--- src/hw/rtl/integer_square_root_unit_assert.svh ---
// assertion macros used by the square root unit controller
`ifndef INTEGER_SQUARE_ROOT_UNIT_ASSERT_SVH
`define INTEGER_SQUARE_ROOT_UNIT_ASSERT_SVH

// same-cycle implication, clocked on clk, off while arst_n is low
`define ISQRT_ASSERT_NOW(label, ante, cons) \
	label: assert property (@(posedge clk) disable iff (!arst_n) (ante) |-> (cons)) \
		else $error("isqrt assertion failed");

// next-cycle implication, clocked on clk, off while arst_n is low
`define ISQRT_ASSERT_NEXT(label, ante, cons) \
	label: assert property (@(posedge clk) disable iff (!arst_n) (ante) |=> (cons)) \
		else $error("isqrt assertion failed");

`endif

--- src/hw/rtl/isqrt_pkg.sv ---
`default_nettype none

package isqrt_pkg;

	// width of the root field on the port
	localparam int ROOT_W = 32;

	// commands from the controller to the datapath
	typedef struct packed {
		logic load;
		logic step;
		logic publish;
	} isqrt_cmd_t;

	// status from the datapath to the controller
	typedef struct packed {
		logic last;
	} isqrt_sts_t;

endpackage

`default_nettype wire

--- src/hw/rtl/isqrt_ctrl.sv ---
`default_nettype none

`include "integer_square_root_unit_assert.svh"

module isqrt_ctrl
	import isqrt_pkg::*;
(
	input  wire logic       clk,
	input  wire logic       arst_n,
	input  wire logic       in_valid,
	output logic            in_ready,
	output logic            out_valid,
	input  wire logic       out_ready,
	input  wire isqrt_sts_t sts,
	output isqrt_cmd_t      cmd
);

	localparam logic [1:0] S_IDLE = 2'd0;
	localparam logic [1:0] S_RUN  = 2'd1;
	localparam logic [1:0] S_HOLD = 2'd2;

	logic [1:0] state_q;
	logic [1:0] state_nx;
	logic       out_valid_q;
	logic       out_free;
	logic       accept;

	// output slot can take a word this cycle
	assign out_free = !out_valid_q || out_ready;

	assign in_ready = (state_q == S_IDLE) || ((state_q == S_HOLD) && out_free);
	assign accept   = in_valid && in_ready;

	assign cmd.load    = accept;
	assign cmd.step    = (state_q == S_RUN);
	assign cmd.publish = (state_q == S_HOLD) && out_free;

	assign out_valid = out_valid_q;

	always_comb begin
		state_nx = state_q;
		unique case (state_q)
			S_IDLE: begin
				if (accept) state_nx = S_RUN;
			end
			S_RUN: begin
				if (sts.last) state_nx = S_HOLD;
			end
			S_HOLD: begin
				if (out_free) state_nx = accept ? S_RUN : S_IDLE;
			end
			default: begin
				state_nx = S_IDLE;
			end
		endcase
	end

	always_ff @(posedge clk or negedge arst_n) begin
		if (!arst_n) begin
			state_q     <= S_IDLE;
			out_valid_q <= 1'b0;
		end else begin
			state_q <= state_nx;
			if (cmd.publish) begin
				out_valid_q <= 1'b1;
			end else if (out_ready) begin
				out_valid_q <= 1'b0;
			end
		end
	end

	`ISQRT_ASSERT_NOW(a_no_accept_while_run, cmd.step, !in_ready)
	`ISQRT_ASSERT_NEXT(a_last_step_holds, cmd.step && sts.last, state_q == S_HOLD)
	`ISQRT_ASSERT_NEXT(a_publish_shows, cmd.publish, out_valid)

endmodule

`default_nettype wire

--- src/hw/rtl/isqrt_dp.sv ---
`default_nettype none

module isqrt_dp
	import isqrt_pkg::*;
#(
	parameter int INPUT_BITS = 63
) (
	input  wire logic                  clk,
	input  wire logic [INPUT_BITS-1:0] value,
	input  wire isqrt_cmd_t            cmd,
	output isqrt_sts_t                 sts,
	output logic [ROOT_W-1:0]          root
);

	localparam int RW    = (INPUT_BITS + 1) / 2;
	localparam int XW    = 2 * RW;
	localparam int CNT_W = (RW > 1) ? $clog2(RW) : 1;

	logic [XW-1:0]     x_q;
	logic [RW:0]       rem_q;
	logic [RW-1:0]     root_q;
	logic [CNT_W-1:0]  cnt_q;
	logic [ROOT_W-1:0] root_out_q;

	logic [RW+2:0] rem_ext;
	logic [RW+2:0] trial;
	logic [RW+2:0] diff;
	logic          keep;
	logic [RW:0]   root_nx;

	// bring down the next two input bits and try root*4+1
	assign rem_ext = {rem_q, x_q[XW-1 -: 2]};
	assign trial   = {1'b0, root_q, 2'b01};
	assign diff    = rem_ext - trial;
	assign keep    = (rem_ext >= trial);
	assign root_nx = {root_q, keep};

	assign sts.last = (cnt_q == '0);
	assign root     = root_out_q;

	always_ff @(posedge clk) begin
		if (cmd.load) begin
			x_q    <= XW'(value);
			rem_q  <= '0;
			root_q <= '0;
			cnt_q  <= CNT_W'(RW - 1);
		end else if (cmd.step) begin
			x_q    <= x_q << 2;
			rem_q  <= keep ? diff[RW:0] : rem_ext[RW:0];
			root_q <= root_nx[RW-1:0];
			cnt_q  <= cnt_q - 1'b1;
		end
		if (cmd.publish) begin
			root_out_q <= ROOT_W'(root_q);
		end
	end

endmodule

`default_nettype wire

--- src/hw/rtl/integer_square_root_unit.sv ---
// integer square root unit: floor(sqrt(value)) by digit-by-digit recurrence
//
// input channel: value with in_valid / in_ready, a word is taken when both are high
// output channel: root with out_valid / out_ready, same handshake
// root is the largest integer whose square does not exceed value
//
// one root bit is settled per cycle by a shared subtract-and-compare on the
// partial remainder, iterating once for each of the (INPUT_BITS+1)/2 root
// bits (32 for 63-bit input), then moving the root into the output register;
// a new word is taken in the same cycle the previous root is published, so
// the next word is not taken while the previous one is still iterating
//
// the output register lets a finished root wait while the next word is
// taken; if the receiver stalls with a root still held, the next root waits
// in the datapath and in_ready stays low until the output slot frees up
//
// reset clears the controller to idle and drops out_valid; no clearing pass
`default_nettype none

module integer_square_root_unit
	import isqrt_pkg::*;
#(
	parameter int INPUT_BITS = 63
) (
	input  wire logic                  clk,
	input  wire logic                  arst_n,
	input  wire logic                  in_valid,
	output logic                       in_ready,
	input  wire logic [INPUT_BITS-1:0] value,
	output logic                       out_valid,
	input  wire logic                  out_ready,
	output logic [ROOT_W-1:0]          root
);

	isqrt_cmd_t cmd;
	isqrt_sts_t sts;

	// sequencer: idle, iterate, hand off to output register
	isqrt_ctrl u_ctrl (
		.clk       (clk),
		.arst_n    (arst_n),
		.in_valid  (in_valid),
		.in_ready  (in_ready),
		.out_valid (out_valid),
		.out_ready (out_ready),
		.sts       (sts),
		.cmd       (cmd)
	);

	// remainder, partial root, step counter and output register
	isqrt_dp #(
		.INPUT_BITS (INPUT_BITS)
	) u_dp (
		.clk   (clk),
		.value (value),
		.cmd   (cmd),
		.sts   (sts),
		.root  (root)
	);

endmodule

`default_nettype wire
--- config.mk ---
export PLATFORM = sky130hd
export DESIGN_NAME = integer_square_root_unit
export DESIGN_NICKNAME = d
export VERILOG_FILES = /design/src/hw/rtl/isqrt_pkg.sv /design/src/hw/rtl/isqrt_ctrl.sv /design/src/hw/rtl/isqrt_dp.sv /design/src/hw/rtl/integer_square_root_unit.sv
export VERILOG_INCLUDE_DIRS = /design/src /design/src/hw/rtl
export SDC_FILE = /design/constraint.sdc
export NUM_CORES = 1
export LEC_CHECK = 0
export ABC_AREA = 0
export ABC_CLOCK_PERIOD_IN_PS = 3400
export BUFFER_PORTS_ARGS = -buffer_cell sky130_fd_sc_hd__buf_2
export CAP_MARGIN = 15
export CORE_ASPECT_RATIO = 0.75
export CORE_MARGIN = 1
export CORE_UTILIZATION = 46
export CTS_CLUSTER_SIZE = 20
export DETAILED_ROUTE_END_ITERATION = 6
export GPL_ROUTABILITY_DRIVEN = 1
export GPL_TIMING_DRIVEN = 0
export PLACE_DENSITY = 0.66
export SLEW_MARGIN = 40
export SYNTH_ARGS = -nofsm -noshare
export SYNTH_HDL_FRONTEND = slang
export SYNTH_SLANG_ARGS = --single-unit
--- constraint.sdc ---
create_clock -name clk -period 3.4 [get_ports clk]
set_input_delay 0.34 -clock clk [delete_from_list [all_inputs] [get_ports clk]]
set_output_delay 0.34 -clock clk [all_outputs]
set_load 0.01 [all_outputs]
==> results.cfg, run 1 <==
[critical_path]
cp_max_fo = 10
end_kind = register
max_stage_delay_ns = 0.38
r2r_slack_ns = 0.17
cp_slowest_cell = a221o_1
critical_path.cell_chain = inv_1 -> ha_1 -> clkbuf_1 -> a21oi_1 -> o21a_1 -> o221ai_1 -> a221o_1 -> a31o_2 -> a41oi_2 -> buf_6 -> buf_6 -> nor2_1 -> a21oi_1 -> a21oi_1
worstPathRequired_ns = 3.70
crit_path_frequent_cell = a21oi_1
crit_type = reg2reg
critPathLaunchType = register
cp.arrival_ns = 3.52

[yosys]
synth-seq-area-share_pct = 52.73
yosys_warnings = 0
synth_cell_type_count = 52
synth_cells = 887
syn_area_per_cell_um2 = 9.299
synth_flop_cell = edfxtp_1
synth_fp_nets = 989
netlist_area_um2 = 8248
synth_seq_cells = 169
ys_async_sr_fraction_pct = 1.775
synth_edf_count = 95

[placement]
place_inst = 1231
hpwl_um = 13440
gp_congestion = 0.8827
post_dp_cell_area_um2 = 9096
port_buffers = 100

[floorplanning]
initial_core_util_pct = 46.85
die_y_um = 118.0
num_rows = 42
core_um2 = 17600
die-area_um2 = 18480
die_x_um = 156.6
num_io_pins = 101

[clocking]
cts.htree.levels = 4
clk_latency_ns = 0.43
numCtsBuffers = 17
clock_sinks = 169
clk_pin_slew_ns = 0.07
clockBufferDepth = 2
cts_tree = built
post_cts_buffers = 0
ctsRootBufferMaster = clkbuf_16

[cells_and_area]
fin_util_pct = 55.44
layout-drive-gt1-share_pct = 15.26
antennaDiodeCount = 0
stdcell_count = 1264
layout_commonest_cell = nand2_1
synthToLayoutAreaGrowth_pct = 18.34
design_area_um2 = 9761
nets = 1111
final_cell_mix = nand2_1, buf_2, edfxtp_1, o21ai_0, dfxtp_1

[detailed_routing]
routed_via_density = 5.230
ant_nets = 0
wirelength_um = 19150
drc = 0
wire_per_inst_um = 15.15
detailedRoute.firstPassIterationCount = 5
num_vias = 6611
drtIter0Drc = 427

[sta]
finalCriticalPeriod_ns = 3.226
fmax_mhz = 310.0
finalCritPeriodShare_pct = 94.87
final_hold_viol_count = 0
worst_clock_skew_ns = 0.007669
worst-slew-pin-transition_ns = 0.6307
slew_headroom_pct = 57.95
rsz0062_at_grt = no
setup_violations = 0
slew_violations = 0

[pwr]
finalPower_w = 0.01178
p_int_w = 0.006923
switching_share_pct = 41.24
seqPwrFrac_pct = 31.6
max-vdd-ir-drop_mv = 0.4410
p_clk_share_pct = 18.0
p_leak_nw = 4.235
p_sw_w = 0.004859
p_comb_share_pct = 50.5
powerDensity_nw_per_um2 = 1207

[global_routing]
grt_use_total_pct = 21.63
grt_pass1_wl_um = 31150
antenna_found_initial = 0
grt_max_degree = 34
grt_overflow = 0
grt_pass1_vias = 6052

[status]
outcome = finished, final reports clean

[job]
max-cap-violations = 0

[min_path]
hold_path_class = in2reg
[critical path: cells and delay by family (launching register included)]
| kind | cells | cell delay [ns] |
|---|---|---|
| AND/OR/NAND/NOR | 1 | 0.06 |
| flip-flops | 1 | 0.35 |
| buffers and inverters | 4 | 0.63 |
| adder cells (fa/ha/maj) | 1 | 0.28 |
| AO/OA/AOI/OAI | 8 | 1.79 |
[sequential cells by signal, summed over array words and instances, names as in the netlist]
signal            cells
u_dp.cnt_q            5
u_dp.x_q             64
u_dp.rem_q           33
u_dp.root_q          32
u_ctrl.out_valid      1
u_ctrl.state_q        2
u_dp.root            32
[repair_timing]
action / in CTS / in global routing
hold endpoints to repair: 3 / 0
hold buffers: 1 / 0
endpoints found under the setup margin: 0 / 32
gates resized for setup: 0 / 5
[metrics by stage]
stage	worst slack, ns	setup TNS, ns	hold WS [ns]
final	0.1745	0	0.1641
after global routing	0.01645	0	0.1593
after floorplan	0.2687	0	0.04441
after detailed placement	0.06468	0	0.1366
after global placement	-0.5410	-33.88	0.1357
after CTS	0.05362	0	0.1481
[cells in the mapped netlist (all sizes together) (7+ instances only)]
cell type / count / share of area (%)
o21bai: 7 / 0.64
inv: 44 / 2.0
mux2i: 9 / 1.1
nand2: 220 / 10
ha: 35 / 5.3
clkbuf: 38 / 1.7
xnor2: 16 / 1.7
dfxtp: 71 / 17
xor2: 17 / 1.8
nor2: 33 / 1.5
buf: 13 / 1.0
o21ai: 76 / 4.6
edfxtp: 95 / 35
nand3: 42 / 2.6
a21oi: 64 / 3.9
a21o: 19 / 1.7
nand4: 10 / 0.76
[final cells by class]
cell class | count | area, µm²
fill | 1604 | 7844
sequential | 169 | 4349
multi-input combinational | 623 | 3522
timing repair buffer | 103 | 545.5
clock buffer | 17 | 425.4
tap | 242 | 302.8
buffer | 51 | 230.2
clock inverter | 15 | 217.7
inverter | 44 | 167.7
[power by group through the flow]
stage	Combinational [W]	Clock (W)	Sequential [W]
4_1_cts	0.00586	0.00214	0.00371
3_3_place_gp	0.00571	0	0.00373
3_5_place_dp	0.00582	0	0.00374
2_1_floorplan	0.00464	0	0.00359
6_report	0.00595	0.00212	0.00372
5_1_grt	0.00671	0.00222	0.00380
[layer usage]
metal | up-vias | GRT usage [%] | routed length (µm)
li1 | 3329 | - | -
met1 | 3103 | 33.54 | 9891
met2 | 167 | 30.50 | 8104
met3 | 12 | 4.713 | 1024
met4 | 0 | 4.596 | 124
met5 | - | 0 | 0
[cells by family after synthesis]
| family | after synthesis | share of synthesized area, % |
|---|---|---|
| AO/OA/AOI/OAI | 207 | 15.11 |
| XOR/XNOR | 33 | 3.504 |
| adder cells (fa/ha/maj) | 35 | 5.309 |
| buffers and inverters | 95 | 4.748 |
| flip-flops | 169 | 52.73 |
| multiplexers | 9 | 1.092 |
| AND/OR/NAND/NOR | 339 | 17.51 |
[worst paths after layout]
check,start,to,depth (start not counted)
max in group asynchronous,arst_n,u_ctrl.state_q[1],2
worst min register to register,u_dp.root_q[0],u_dp.root[0],0
worst min-delay path,value[13],u_dp.x_q[13],3
worst max-delay path,u_dp.root_q[10],u_dp.rem_q[19],14
min in group asynchronous,arst_n,u_ctrl.state_q[0],2
worst max register to register,u_dp.root_q[10],u_dp.rem_q[19],14
Power figures use the tool's default switching activity.
==> run 2: changes to the inputs <==
--- a/config.mk
+++ b/config.mk
@@ -10,7 +10,7 @@
 export ABC_CLOCK_PERIOD_IN_PS = 3400
 export BUFFER_PORTS_ARGS = -buffer_cell sky130_fd_sc_hd__buf_2
 export CAP_MARGIN = 15
-export CORE_ASPECT_RATIO = 0.75
+export CORE_ASPECT_RATIO = 1.2
 export CORE_MARGIN = 1
 export CORE_UTILIZATION = 46
 export CTS_CLUSTER_SIZE = 20
==> run 2 against run 1 <==
  * Wire length shrank 4.0%
  * Largest power group unchanged
  * Via count shrank 1.7%
  * Power shrank 0.38%
  * Fmax grew 0.73%
  * Die area is essentially flat
  * Core utilization grew 0.21 points
  * Clock skew grew 0.0017 ns
==> results.cfg, run 2 (same netlist as run 1, synthesis figures left out) <==
[detailed_routing]
drtIter0Drc = 315
top_layer_used = met4
num_vias = 6501
wl_met1_um = 8405
wirelength_um = 18380
ant_nets = 0
wire_per_inst_um = 14.80
drc = 0
dr_wl_met3_um = 739
detailedRoute.firstPassIterationCount = 5
routed_via_density = 5.234
met2_length_um = 8866

[cells_and_area]
max_flop_register = u_dp.x_q
nets = 1111
design_area_um2 = 9743
antennaDiodeCount = 0
final_cell_mix = nand2_1, buf_2, edfxtp_1, o21ai_0, dfxtp_1
layout_commonest_cell = nand2_1
reg.largest.list = u_dp.x_q: 64 flops, u_dp.rem_q: 33 flops
layout-drive-gt1-share_pct = 14.87
synthToLayoutAreaGrowth_pct = 18.13
fin_util_pct = 55.65
nFillCells = 1691
multi_input_area_um2 = 3522
largest_reg_flops = 64
regArea_um2 = 4349

[sta]
slew_violations = 0
worst-slew-pin-transition_ns = 0.5924
slew_headroom_pct = 60.50
tns_ns = 0
finalCritPeriodShare_pct = 94.19
worst_clock_skew_ns = 0.009361
final_hold_viol_count = 0
fmax_mhz = 312.3
fin_hold_ws_ns = 0.1644
setup_violations = 0
finalCriticalPeriod_ns = 3.202
rsz0062_at_grt = no

[critical_path]
crit_buf_inv = 4
end_kind = register
worstPathRequired_ns = 3.76
crit_type = reg2reg
cp.arrival_ns = 3.56
critical_path.cell_chain = inv_1 -> ha_1 -> clkbuf_1 -> a21oi_2 -> o21a_1 -> o221ai_1 -> a221o_1 -> a31o_2 -> a41oi_2 -> buf_6 -> buf_2 -> a21oi_1 -> a21oi_1
critPathLaunchType = register
cp_slowest_cell = a221o_1
path_delay_family = compound AO/OA/AOI/OAI gates
crit_path_frequent_cell = a21oi_1
max_stage_delay_ns = 0.37
cp_max_fo = 10

[clocking]
ctsRootBufferMaster = clkbuf_16
numCtsBuffers = 17
clk_pin_slew_ns = 0.06
post_cts_buffers = 0
cts_tree = built
cts.htree.levels = 4
clk_latency_ns = 0.43
clock_sinks = 169
clockBufferDepth = 2

[pwr]
p_leak_nw = 4.235
powerDensity_nw_per_um2 = 1205
max-vdd-ir-drop_mv = 0.5097
finalPower_w = 0.01174

[global_routing]
grt_pass1_vias = 6301
grt_use_total_pct = 20.60
grt_max_degree = 47
antenna_found_initial = 0
grt_overflow = 0
grt_pass1_wl_um = 30480

[floorplanning]
core_um2 = 17510
die-area_um2 = 18470
die_x_um = 124.2
num_rows = 53
initial_core_util_pct = 47.11
die_y_um = 148.7
num_io_pins = 101

[placement]
gp_congestion = 0.9044
post_dp_cell_area_um2 = 9081
port_buffers = 100
hpwl_um = 13450

[job]
max-cap-violations = 0

[min_path]
hold_path_class = in2reg

[status]
outcome = finished, final reports clean
run 2: what timing repair did:
item,4_1_cts,5_1_grt
endpoints found under the hold margin,3,0
setup endpoints to repair,0,31
hold buffers,1,0
gates resized for setup,0,2
run 2: layout make-up:
type	instances	area share, %
Sequential cell	169	44.64
Timing Repair Buffer	103	5.727
Inverter	44	1.721
Clock buffer	21	4.623
Clock inverter	11	1.990
Tap cell	220	2.825
Buffer	51	2.324
Multi-Input combinational cell	623	36.15
run 2: path summary, 6_finish.rpt:
| kind | start | slack (ns) | cells past startpoint | end |
|---|---|---|---|---|
| max in group asynchronous | arst_n | 3.04 | 2 | u_ctrl.state_q[0] |
| setup reg to reg | u_dp.root_q[12] | 0.20 | 13 | u_dp.rem_q[16] |
| min in group asynchronous | arst_n | 0.25 | 2 | u_ctrl.out_valid |
| hold / removal | value[53] | 0.16 | 3 | u_dp.x_q[53] |
| setup / recovery | u_dp.root_q[12] | 0.20 | 13 | u_dp.rem_q[16] |
| hold reg to reg | u_dp.root_q[8] | 0.45 | 0 | u_dp.root[8] |
run 2: through the flow:
step / cells / worst slack (ns)
after global placement: 1207 / -0.5224
after detailed placement: 1209 / 0.04430
after floorplan: 887 / 0.2687
after global routing: 1242 / 0.006701
after CTS: 1242 / 0.003462
final: 1242 / 0.1977
run 2: layer usage:
layer / track usage [%] / vias to the layer above
met5: 0 / -
met4: 8.554 / 0
met3: 3.993 / 25
met2: 34.83 / 129
met1: 25.80 / 3011
li1: - / 3336
run 2: worst min-delay path: stages:
cell,delay (ns)
buf_2,0.07
nand2_1,0.04
nand2_1,0.04
run 2: where the power goes:
group / leakage (nW) / total (W) / switching, W / internal [W]
Clock: 0.312 / 0.00214 / 0.000814 / 0.00133
Sequential: 1.60 / 0.00370 / 0.000456 / 0.00325
Combinational: 2.33 / 0.00589 / 0.00347 / 0.00242
==> run 3: changes to the inputs <==
--- a/config.mk
+++ b/config.mk
@@ -6,7 +6,7 @@
 export SDC_FILE = /design/constraint.sdc
 export NUM_CORES = 1
 export LEC_CHECK = 0
-export ABC_AREA = 0
+export ABC_AREA = 1
 export ABC_CLOCK_PERIOD_IN_PS = 3400
 export BUFFER_PORTS_ARGS = -buffer_cell sky130_fd_sc_hd__buf_2
 export CAP_MARGIN = 15
@@ -17,7 +17,6 @@
 export DETAILED_ROUTE_END_ITERATION = 6
 export GPL_ROUTABILITY_DRIVEN = 1
 export GPL_TIMING_DRIVEN = 0
-export PLACE_DENSITY = 0.66
 export SLEW_MARGIN = 40
 export SYNTH_ARGS = -nofsm -noshare
 export SYNTH_HDL_FRONTEND = slang
==> run 3 against run 2 <==
  * Critical path depth fell by 1
  * Core utilization fell by 0.79 points
  * Register-to-register slack improved by 0.46 ns
  * Area after synthesis rose by 13%
  * Global-route usage rose by 3.7 points
  * Synthesized cell count rose by 40%
  * Sequential cell count did not move
  * Die area rose by 13%
  * Critical endpoint is now u_dp.rem_q[31]
  * Design area rose by 11%
  * First-iteration DRC count rose by 18%
  * Non-clock buffer count fell by 12
==> results.cfg, run 3 <==
[detailed_routing]
routed_via_density = 4.958
drtIter0Drc = 372
ant_nets = 0
wire_per_inst_um = 14.64
detailedRoute.firstPassIterationCount = 5
num_vias = 8121
wirelength_um = 23980
drc = 0

[yosys]
synth.area.mux_share_pct = 0
yosys-top-cells-count = nand2_1, inv_1, edfxtp_1
synth_xor_area_share_pct = 0.9383
netlist_area_um2 = 9334
synth_top_family_by_area = simple AND/OR/NAND/NOR gates
synthAdderAreaFrac_pct = 4.692
synth-seq-area-share_pct = 46.60
ys_async_sr_fraction_pct = 1.775
yosysMostFrequentCell = nand2_1
synthSimpleGateAreaFrac_pct = 31.45
synth_cell_type_count = 40
syn_area_per_cell_um2 = 7.515
synth_fp_nets = 1344
synth_top_area_cell = edfxtp_1
synth-compound-area-share_pct = 6.166
yosys.area.top_type_share_pct = 30.56
synth_seq_cells = 169
synth_edf_count = 95
synth_flop_cell = edfxtp_1
synth_cells = 1242
ys_top_cells_by_area = edfxtp_1, nand2_1, dfxtp_1
yosys_warnings = 0

[floorplanning]
num_rows = 56
num_io_pins = 101
die-area_um2 = 20870
core_um2 = 19690
initial_core_util_pct = 47.41
die_x_um = 132.0
die_y_um = 158.0

[placement]
hpwl_um = 18230
dpl_worst_slack_ns = 0.5962
place_inst = 1605
port_buffers = 100
gp_congestion = 0.8687

[cells_and_area]
final_cell_mix = nand2_1, inv_1, buf_2, edfxtp_1, nand3_1
layout_commonest_cell = nand2_1
layout-drive-gt1-share_pct = 13.94
stdcell_count = 1638
antennaDiodeCount = 0
max_flop_register = u_dp.x_q
synthToLayoutAreaGrowth_pct = 15.74
largest_reg_flops = 64
reg.largest.list = u_dp.x_q: 64 flops, u_dp.rem_q: 33 flops
fin_util_pct = 54.87
nets = 1466

[clocking]
numCtsBuffers = 17
cts.htree.levels = 4
clk_latency_ns = 0.44
post_cts_resized = 0
ctsRootBufferMaster = clkbuf_16
clk_pin_slew_ns = 0.08
clockBufferDepth = 2
clock_sinks = 169
cts_tree = built
holdBufCountCts = 1
post_cts_buffers = 0

[global_routing]
grt_pass1_vias = 7951
grt_pass1_wl_um = 39190
antenna_found_initial = 0
grt_max_degree = 37
grt_use_total_pct = 24.27
grt_overflow = 0

[critical_path]
crit_path_frequent_cell = inv_1
path_depth = 12
critical_path.cell_chain = inv_1 -> nor2_1 -> inv_1 -> nor2_4 -> a21oi_1 -> inv_1 -> nand2_1 -> nand2_4 -> inv_2 -> clkbuf_1 -> nand2_1 -> o21ai_0
cp_max_fo = 29
worst-r2r-cell-count = 12
max_stage_delay_ns = 0.44
cp.arrival_ns = 3.07
worstPathRequired_ns = 3.73
crit_type = reg2reg
end_kind = register
critPathLaunchType = register
cp_slowest_cell = nor2_4
path_delay_family = simple AND/OR/NAND/NOR gates
crit_buf_inv = 5

[sta]
fin_hold_ws_ns = 0.09790
rsz0062_at_grt = no
worst_clock_skew_ns = 0.01362
setup_violations = 0
finalCriticalPeriod_ns = 2.738
fmax_mhz = 365.3
worst_slack_ns = 0.6622
slew_violations = 0
slew_headroom_pct = 53.32
final_hold_viol_count = 0
finalCritPeriodShare_pct = 80.52
worst-slew-pin-transition_ns = 0.7003

[min_path]
min_path_cells = 2
hold_path_class = in2reg

[job]
max-cap-violations = 0

[status]
outcome = finished, final reports clean
[run 3: cell types whose count changed in the layout (fill, tap and decap cells not counted), moves of 26 or more]
cell,change
o21ai_0,-56
nand2_1,+256
nor2_1,+42
inv_1,+147
a21oi_1,-32
nand3_1,+37
clkbuf_1,-26
a22oi_1,+32
[run 3: routing by layer]
metal	global-route usage [%]	part of all wire, %	vias to the layer above
met5	0	0	-
met4	9.358	2.0	0
met3	4.227	4.1	31
met2	43.74	50	166
met1	28.81	44	3731
li1	-	-	4193
[run 3: layout make-up]
class / instances / area, µm²
repair buffers: 103 / 545.5
well taps: 261 / 326.6
multi-input cells: 835 / 4051
fillers: 1984 / 8886
plain buffers: 39 / 201.4
clock buffers: 17 / 425.4
inverters: 199 / 747.0
flip-flops and latches: 169 / 4349
clock inverters: 15 / 156.4
[run 3: worst paths after layout]
path                       slack, ns                 to         startpoint
min in group asynchronous       0.21   u_ctrl.out_valid             arst_n
max in group asynchronous       3.08  u_ctrl.state_q[1]             arst_n
min                              0.1   u_ctrl.out_valid          out_ready
min reg2reg                     0.46      u_dp.root[31]    u_dp.root_q[31]
max                             0.66     u_dp.rem_q[31]  u_ctrl.state_q[1]
max reg2reg                     0.66     u_dp.rem_q[31]  u_ctrl.state_q[1]
[run 3: worst reg2reg max path, delay by kind of cell (launching register included)]
kind | cells | cell delay (ns)
AOI/OAI and AO/OA | 2 | 0.17
buffers and inverters | 5 | 0.77
DFF | 1 | 0.35
and+or+nand+nor | 5 | 1.35
[run 3: cells by family after synthesis]
family,Yosys count
flops,169
compound gates,92
fa+ha+maj,35
xor+xnor,10
buf+inv,238
simple gates,698
[run 3: stage by stage]
step                      setup TNS [ns]  instance area, µm²
after floorplan                        0                9339
after global placement           -104.67               10170
after detailed placement               0               10210
after CTS                              0               10800
after global routing                   0               10800
final                                  0               10800
Power of run 3 is not shown: default switching activity piles up to over one toggle a cycle in this logic, so the estimate is an artifact.
